--- config.mk ---
export PLATFORM = sky130hd
export DESIGN_NAME = python_string_comment_scanner
export DESIGN_NICKNAME = d
export VERILOG_FILES = /design/src/pscs_pkg.sv /design/src/pscs_step.sv /design/src/python_string_comment_scanner.sv
export SDC_FILE = /design/constraint.sdc
export NUM_CORES = 1
export LEC_CHECK = 0
export BUFFER_PORTS_ARGS = -buffer_cell sky130_fd_sc_hd__buf_2
export CORE_ASPECT_RATIO = 0.9
export CORE_UTILIZATION = 45
export DETAILED_ROUTE_END_ITERATION = 8
export HOLD_SLACK_MARGIN = 0.05
export PLACE_DENSITY_LB_ADDON = 0.15
export SYNTH_ARGS = -nofsm -noshare
export SYNTH_HDL_FRONTEND = slang
export SYNTH_SLANG_ARGS = --single-unit
--- constraint.sdc ---
create_clock -name clock -period 3.05 [get_ports clock]
set_input_delay 0.61 -clock clock [delete_from_list [all_inputs] [get_ports clock]]
set_output_delay 0.61 -clock clock [all_outputs]
set_load 0.02 [all_outputs]
--- src/pscs_pkg.sv ---
`timescale 1ns / 1ps
// ----------------------------------------------------------------------------
// pscs_pkg
// Shared types and character constants for the Python string/comment scanner.
// ----------------------------------------------------------------------------
package pscs_pkg;

   localparam logic [7:0] CH_HASH = 8'h23;
   localparam logic [7:0] CH_CR   = 8'h0D;
   localparam logic [7:0] CH_LF   = 8'h0A;
   localparam logic [7:0] CH_BSL  = 8'h5C;
   localparam logic [7:0] CH_SQ   = 8'h27;
   localparam logic [7:0] CH_DQ   = 8'h22;

   localparam logic [1:0] CLASS_STATEMENT = 2'd0;
   localparam logic [1:0] CLASS_STRING    = 2'd1;
   localparam logic [1:0] CLASS_MULTILINE = 2'd2;
   localparam logic [1:0] CLASS_COMMENT   = 2'd3;

   typedef enum logic [4:0] {
      S_CODE     = 5'd0,
      S_SQ       = 5'd1,
      S_SQ_ESC   = 5'd2,
      S_DQ       = 5'd3,
      S_DQ_ESC   = 5'd4,
      S_SQ_OPEN  = 5'd5,
      S_DQ_OPEN  = 5'd6,
      S_SQ_EMPTY = 5'd7,
      S_DQ_EMPTY = 5'd8,
      S_T_SQ     = 5'd9,
      S_T_DQ     = 5'd10,
      S_T_SQ_ESC = 5'd11,
      S_T_DQ_ESC = 5'd12,
      S_T_SQ_ONE = 5'd13,
      S_T_SQ_TWO = 5'd14,
      S_T_DQ_ONE = 5'd15,
      S_T_DQ_TWO = 5'd16,
      S_COMMENT  = 5'd17
   } scan_state_type;

   typedef struct packed {
      logic [7:0] multiline_quote;
      logic [1:0] context_class;
   } scan_result_type;

endpackage

--- src/pscs_step.sv ---
`timescale 1ns / 1ps
// ----------------------------------------------------------------------------
// pscs_step
// Next-state and result decode of the lexical context machine for one byte.
// ----------------------------------------------------------------------------
module pscs_step
   import pscs_pkg::*;
(
   input  scan_state_type  state_cur,
   input  logic [7:0]      char_in,
   output scan_state_type  state_nxt,
   output scan_result_type result
);

   logic is_bsl;
   logic is_sq;
   logic is_dq;

   assign is_bsl = (char_in == CH_BSL);
   assign is_sq  = (char_in == CH_SQ);
   assign is_dq  = (char_in == CH_DQ);

   always_comb begin
      unique case (state_cur)
         S_COMMENT: begin
            state_nxt = (char_in == CH_CR || char_in == CH_LF) ? S_CODE : S_COMMENT;
         end
         S_SQ_OPEN: begin
            if (is_bsl)     state_nxt = S_SQ_ESC;
            else if (is_sq) state_nxt = S_SQ_EMPTY;
            else            state_nxt = S_SQ;
         end
         S_SQ_ESC: state_nxt = S_SQ;
         S_SQ: begin
            if (is_bsl)     state_nxt = S_SQ_ESC;
            else if (is_sq) state_nxt = S_CODE;
            else            state_nxt = S_SQ;
         end
         S_SQ_EMPTY: state_nxt = is_sq ? S_T_SQ : S_CODE;
         S_T_SQ: begin
            if (is_bsl)     state_nxt = S_T_SQ_ESC;
            else if (is_sq) state_nxt = S_T_SQ_ONE;
            else            state_nxt = S_T_SQ;
         end
         S_T_SQ_ESC: state_nxt = S_T_SQ;
         S_T_SQ_ONE: begin
            if (is_bsl)     state_nxt = S_T_SQ_ESC;
            else if (is_sq) state_nxt = S_T_SQ_TWO;
            else            state_nxt = S_T_SQ;
         end
         S_T_SQ_TWO: begin
            if (is_bsl)     state_nxt = S_T_SQ_ESC;
            else if (is_sq) state_nxt = S_CODE;
            else            state_nxt = S_T_SQ;
         end
         S_DQ_OPEN: begin
            if (is_bsl)     state_nxt = S_DQ_ESC;
            else if (is_dq) state_nxt = S_DQ_EMPTY;
            else            state_nxt = S_DQ;
         end
         S_DQ_ESC: state_nxt = S_DQ;
         S_DQ: begin
            if (is_bsl)     state_nxt = S_DQ_ESC;
            else if (is_dq) state_nxt = S_CODE;
            else            state_nxt = S_DQ;
         end
         S_DQ_EMPTY: state_nxt = is_dq ? S_T_DQ : S_CODE;
         S_T_DQ: begin
            if (is_bsl)     state_nxt = S_T_DQ_ESC;
            else if (is_dq) state_nxt = S_T_DQ_ONE;
            else            state_nxt = S_T_DQ;
         end
         S_T_DQ_ESC: state_nxt = S_T_DQ;
         S_T_DQ_ONE: begin
            if (is_bsl)     state_nxt = S_T_DQ_ESC;
            else if (is_dq) state_nxt = S_T_DQ_TWO;
            else            state_nxt = S_T_DQ;
         end
         S_T_DQ_TWO: begin
            if (is_bsl)     state_nxt = S_T_DQ_ESC;
            else if (is_dq) state_nxt = S_CODE;
            else            state_nxt = S_T_DQ;
         end
         default: begin
            // statement, and any unused code
            if (is_sq)                  state_nxt = S_SQ_OPEN;
            else if (is_dq)             state_nxt = S_DQ_OPEN;
            else if (char_in == CH_HASH) state_nxt = S_COMMENT;
            else                        state_nxt = S_CODE;
         end
      endcase
   end

   always_comb begin
      unique case (state_nxt)
         S_SQ, S_SQ_ESC, S_DQ, S_DQ_ESC, S_SQ_OPEN, S_DQ_OPEN: begin
            result.context_class   = CLASS_STRING;
            result.multiline_quote = 8'd0;
         end
         S_T_SQ, S_T_SQ_ESC, S_T_SQ_ONE, S_T_SQ_TWO: begin
            result.context_class   = CLASS_MULTILINE;
            result.multiline_quote = CH_SQ;
         end
         S_T_DQ, S_T_DQ_ESC, S_T_DQ_ONE, S_T_DQ_TWO: begin
            result.context_class   = CLASS_MULTILINE;
            result.multiline_quote = CH_DQ;
         end
         S_COMMENT: begin
            result.context_class   = CLASS_COMMENT;
            result.multiline_quote = 8'd0;
         end
         default: begin
            result.context_class   = CLASS_STATEMENT;
            result.multiline_quote = 8'd0;
         end
      endcase
   end

endmodule

--- src/python_string_comment_scanner.sv ---
`timescale 1ns / 1ps
// ----------------------------------------------------------------------------
// python_string_comment_scanner
// Tracks Python lexical context (code, strings, triple-quoted strings,
// comments) one source byte per beat and reports the context after each byte.
// ----------------------------------------------------------------------------
// An accepted req beat yields its rsp beat in the following cycle.
// Throughput: 1 byte per cycle while req_tready is high; state_ff loads on accept.
// A single output register decouples the sides; req_tready drops only while a
// result is held and rsp_tready is low.
// Reset: synchronous; clears the output valid and returns the scanner to the
// statement context.
module python_string_comment_scanner
   import pscs_pkg::*;
(
   input  logic        clock,
   input  logic        reset,
   input  logic        req_tvalid,
   output logic        req_tready,
   input  logic [7:0]  req_tdata,   // [7:0] char_in
   output logic        rsp_tvalid,
   input  logic        rsp_tready,
   output logic [15:0] rsp_tdata    // [1:0] context_class, [9:2] multiline_quote, [15:10] 0
);

   scan_state_type  state_ff;
   scan_state_type  state_in;
   scan_result_type result_ff;
   scan_result_type result_in;
   logic            rsp_valid_ff;
   logic            req_accept;

   pscs_step u_step (
      .state_cur (state_ff),
      .char_in   (req_tdata),
      .state_nxt (state_in),
      .result    (result_in)
   );

   assign req_tready = !rsp_valid_ff || rsp_tready;
   assign req_accept = req_tvalid && req_tready;

   always_ff @(posedge clock) begin
      if (reset) begin
         state_ff     <= S_CODE;
         rsp_valid_ff <= 1'b0;
      end else begin
         if (req_accept) begin
            state_ff     <= state_in;
            rsp_valid_ff <= 1'b1;
         end else if (rsp_tready) begin
            rsp_valid_ff <= 1'b0;
         end
      end
   end

   // payload: load on accept, hold otherwise
   always_ff @(posedge clock) begin
      if (req_accept) begin
         result_ff <= result_in;
      end
   end

   assign rsp_tvalid = rsp_valid_ff;
   assign rsp_tdata  = {6'd0, result_ff.multiline_quote, result_ff.context_class};

   a_quote_only_multiline: assert property (@(posedge clock) disable iff (reset)
      rsp_valid_ff |-> ((result_ff.context_class == CLASS_MULTILINE)
                        == (result_ff.multiline_quote != 8'd0)))
      else $error("multiline_quote disagrees with context_class");

   a_quote_value: assert property (@(posedge clock) disable iff (reset)
      (rsp_valid_ff && result_ff.context_class == CLASS_MULTILINE) |->
      (result_ff.multiline_quote == CH_SQ || result_ff.multiline_quote == CH_DQ))
      else $error("multiline_quote is not a quote character");

   a_accept_gives_rsp: assert property (@(posedge clock) disable iff (reset)
      req_accept |=> rsp_valid_ff)
      else $error("accepted byte produced no result");

   a_stall_holds_state: assert property (@(posedge clock) disable iff (reset)
      (rsp_valid_ff && !rsp_tready) |=> $stable(state_ff))
      else $error("scanner state moved while output stalled");

endmodule
==> run_summary.xml <==
<?xml version="1.0" encoding="UTF-8"?>
<metrics>
  <group name="run_status">
    <metric name="result_of_the_run" unit="">finished, final reports clean</metric>
  </group>
  <group name="die">
    <metric name="top_level_ports" unit="">30</metric>
    <metric name="rows" unit="">17</metric>
    <metric name="core_area" unit="um^2">2467</metric>
    <metric name="die-area" unit="um^2">2820</metric>
    <metric name="initial_core_util" unit="%">47.62</metric>
    <metric name="die_width" unit="um">55.86</metric>
    <metric name="fp.dieH" unit="um">50.48</metric>
  </group>
  <group name="worst_setup_path">
    <metric name="worstPathRequired" unit="ns">3.05</metric>
    <metric name="critical_path_peak_fanout" unit="">6</metric>
    <metric name="critical_path_endpoint_category" unit="">flop</metric>
    <metric name="worst-path-buf-inv" unit="">1</metric>
    <metric name="path_cells" unit="">buf_2 &gt; nor4b_4 &gt; nand2_2 &gt; a31oi_1 &gt; nor2_1 &gt; nor4_4 &gt; ha_1 &gt; nor2_1 &gt; a211oi_1</metric>
    <metric name="timing.critical_path.max_delay_family" unit="">simple AND/OR/NAND/NOR gates</metric>
    <metric name="critPathKind" unit="">input port to flop</metric>
    <metric name="worst_path_slowest_cell" unit="">nor4b_4</metric>
    <metric name="max_stage_delay" unit="ns">0.44</metric>
    <metric name="critPathArrivalTime" unit="ns">2.49</metric>
    <metric name="start_kind" unit="">input port</metric>
    <metric name="worst_path_most_repeated_cell" unit="">nor2_1</metric>
  </group>
  <group name="global_route">
    <metric name="number_of_antenna_violations_at_the_first_check_in_global_routing" unit="">0</metric>
    <metric name="grt_pass1_vias" unit="">930</metric>
    <metric name="grt_pass1_wl" unit="um">4271</metric>
    <metric name="grt_remaining_overflow" unit="">0</metric>
    <metric name="grt_max_degree" unit="">18</metric>
    <metric name="grt_util_all_layers" unit="%">19.13</metric>
  </group>
  <group name="logic_synthesis">
    <metric name="yosys-top-cells-count" unit="">nor2_1 (13), buf_4 (12), nand2_1 (8)</metric>
    <metric name="synthesis.area" unit="um^2">1175</metric>
    <metric name="netlist_instances" unit="">135</metric>
    <metric name="ys_top_cells_by_area" unit="">dfxtp_1 (10%), edfxtp_1 (10%), buf_4 (7.7%)</metric>
    <metric name="yosys_register_bits" unit="">10</metric>
    <metric name="synth-async-reset-ratio" unit="%">0</metric>
    <metric name="synth_largest_area_cell" unit="">dfxtp_1</metric>
    <metric name="average_cell_area_after_synthesis" unit="um^2">8.703</metric>
    <metric name="number_of_synthesized_flops_with_an_enable_pin" unit="">4</metric>
    <metric name="synth_sequential_area_ratio" unit="%">20.45</metric>
    <metric name="yosys_most_used_dff" unit="">dfxtp_1</metric>
    <metric name="yosysWarnings" unit="">0</metric>
    <metric name="netlist-cell-type-count" unit="">60</metric>
    <metric name="post-synth-top-count-cell" unit="">nor2_1</metric>
    <metric name="synth.top_cell.area_share" unit="%">10.22</metric>
  </group>
  <group name="routing">
    <metric name="vias" unit="">989</metric>
    <metric name="wl_per_cell" unit="um">14.08</metric>
    <metric name="vias_per_cell" unit="">5.556</metric>
    <metric name="routed_wirelength" unit="um">2506</metric>
    <metric name="drt-initial-drc-count" unit="">12</metric>
    <metric name="detail-route-antenna-nets" unit="">0</metric>
    <metric name="drt_first_pass_iters" unit="">4</metric>
    <metric name="route.detailed.drc" unit="">0</metric>
  </group>
  <group name="flow_run">
    <metric name="drv_cap" unit="">0</metric>
  </group>
  <group name="sta">
    <metric name="max_freq" unit="GHz">0.4018</metric>
    <metric name="setup_tns_final" unit="ns">0</metric>
    <metric name="clock-skew-final" unit="ns">0.004745</metric>
    <metric name="timing.slew.headroom" unit="%">62.04</metric>
    <metric name="final-max-slew-violation-count" unit="">0</metric>
    <metric name="tightestPinTransition" unit="ns">0.5687</metric>
    <metric name="period_share" unit="%">81.60</metric>
    <metric name="hold_violations" unit="">0</metric>
    <metric name="grt_setup_unrepaired" unit="">false</metric>
    <metric name="final.hold.worst_slack" unit="ns">0.5334</metric>
    <metric name="report.final.setup_viol" unit="">0</metric>
    <metric name="period_minus_slack" unit="ns">2.489</metric>
  </group>
  <group name="cells_and_area">
    <metric name="n_antenna_cell" unit="">0</metric>
    <metric name="layout-drive-gt1-share" unit="%">31.33</metric>
    <metric name="synthToLayoutAreaGrowth" unit="%">7.774</metric>
    <metric name="final.fill_count" unit="">242</metric>
    <metric name="post-route-util" unit="%">51.32</metric>
    <metric name="layout.nets" unit="">166</metric>
    <metric name="layout.area.seq" unit="um^2">240.2</metric>
    <metric name="multi_input_comb_area" unit="um^2">822.0</metric>
  </group>
  <group name="place">
    <metric name="port_buffers" unit="">19</metric>
    <metric name="place_hpwl" unit="um">1920</metric>
    <metric name="replace_congestion" unit="">0.9517</metric>
  </group>
  <group name="clock_network">
    <metric name="hold_buffers" unit="">0</metric>
    <metric name="clock_sink_count" unit="">10</metric>
    <metric name="root_buf_cell" unit="">clkbuf_4</metric>
    <metric name="h_tree_levels" unit="">1</metric>
    <metric name="cts.reportedPaths.clkPinSlew" unit="ns">0.07</metric>
    <metric name="tritoncts" unit="">done</metric>
    <metric name="post_cts_resize_count" unit="">0</metric>
    <metric name="cts_made_buffers" unit="">3</metric>
    <metric name="clk-insertion-delay-late" unit="ns">0.27</metric>
    <metric name="cts_setup_buffers" unit="">0</metric>
    <metric name="clockBufferDepth" unit="">2</metric>
  </group>
  <group name="pwr">
    <metric name="peakVddDrop" unit="V">0.0003201</metric>
    <metric name="power_per_cell_area" unit="nW/um^2">366.3</metric>
    <metric name="power_leakage" unit="nW">0.5250</metric>
    <metric name="post-layout-total-power" unit="uW">463.8</metric>
  </group>
  <group name="hold_path">
    <metric name="hp-class" unit="">flop to flop</metric>
  </group>
</metrics>
cell type report:
type                    instances  area share, %
well taps                      28          2.767
inverters                       6          1.779
repair buffers                 21          8.696
multi-input cells             109          64.92
clock buffers                   4          2.866
flip-flops and latches         10          18.97
worst reg2reg max path: cells and delay by family (launching register included):
kind,cells,cell delay [ns]
AO/OA/AOI/OAI,2,0.39
multiplexers,1,0.11
adder cells (fa/ha/maj),1,0.23
flip-flops,1,0.49
AND/OR/NAND/NOR,4,0.96
metal layers:
layer	share of wire (%)	routed length, um	GRT usage (%)
met5	0	0	0
met4	0.40	10	4.472
met3	7.0	175	6.186
met2	43	1089	28.71
met1	49	1231	26.70
worst paths after layout:
check / from / to / slack [ns] / cells past startpoint
setup reg to reg: state_ff[3] / rsp_tdata[3] / 0.61 / 8
setup / recovery: req_tdata[4] / rsp_tdata[4] / 0.56 / 9
hold / removal: rsp_tvalid / rsp_tvalid / 0.53 / 2
hold reg to reg: rsp_tvalid / rsp_tvalid / 0.53 / 2
where the power goes:
group / total, mW / switching [mW] / internal [mW]
registers: 0.172 / 0.0194 / 0.153
logic: 0.171 / 0.0972 / 0.0735
clock network: 0.121 / 0.0483 / 0.0725
total: 0.464 / 0.165 / 0.299
logic make-up after synthesis:
family | after synthesis | synth area share, %
and+or+nand+nor | 61 | 37.06
AOI/OAI and AO/OA | 30 | 21.09
muxes | 3 | 2.662
other | 1 | 0.3192
buffers and inverters | 25 | 12.46
DFF | 10 | 20.45
xor gates and xnor gates | 2 | 2.769
adders and majority gates | 3 | 3.195
sequential cells by signal, summed over array words and instances, names as in the netlist:
register / count
state_ff: 5
rsp_tvalid: 1
rsp_tdata: 4
cells in the final DEF, fill, tap and decap left out, types with 3 or more instances in the layout:
| master | count |
|---|---|
| buf_2 | 19 |
| nor2_1 | 13 |
| conb_1 | 10 |
| nand2_1 | 8 |
| inv_1 | 6 |
| dfxtp_1 | 6 |
| nand2b_1 | 5 |
| a211oi_1 | 5 |
| edfxtp_1 | 4 |
| nor2b_1 | 3 |
| a21oi_1 | 3 |
| ha_1 | 3 |
| clkbuf_4 | 3 |
metrics by stage:
step           worst slack, ns  cell area [um^2]  std cells
4_1_cts                 0.5627              1266        178
2_1_floorplan           0.6344              1209        144
3_5_place_dp            0.2705              1230        174
6_report                0.5612              1266        178
5_1_grt                 0.3695              1266        178
3_3_place_gp            0.2857              1230        174
No activity file was read; power rests on OpenSTA's default activity.
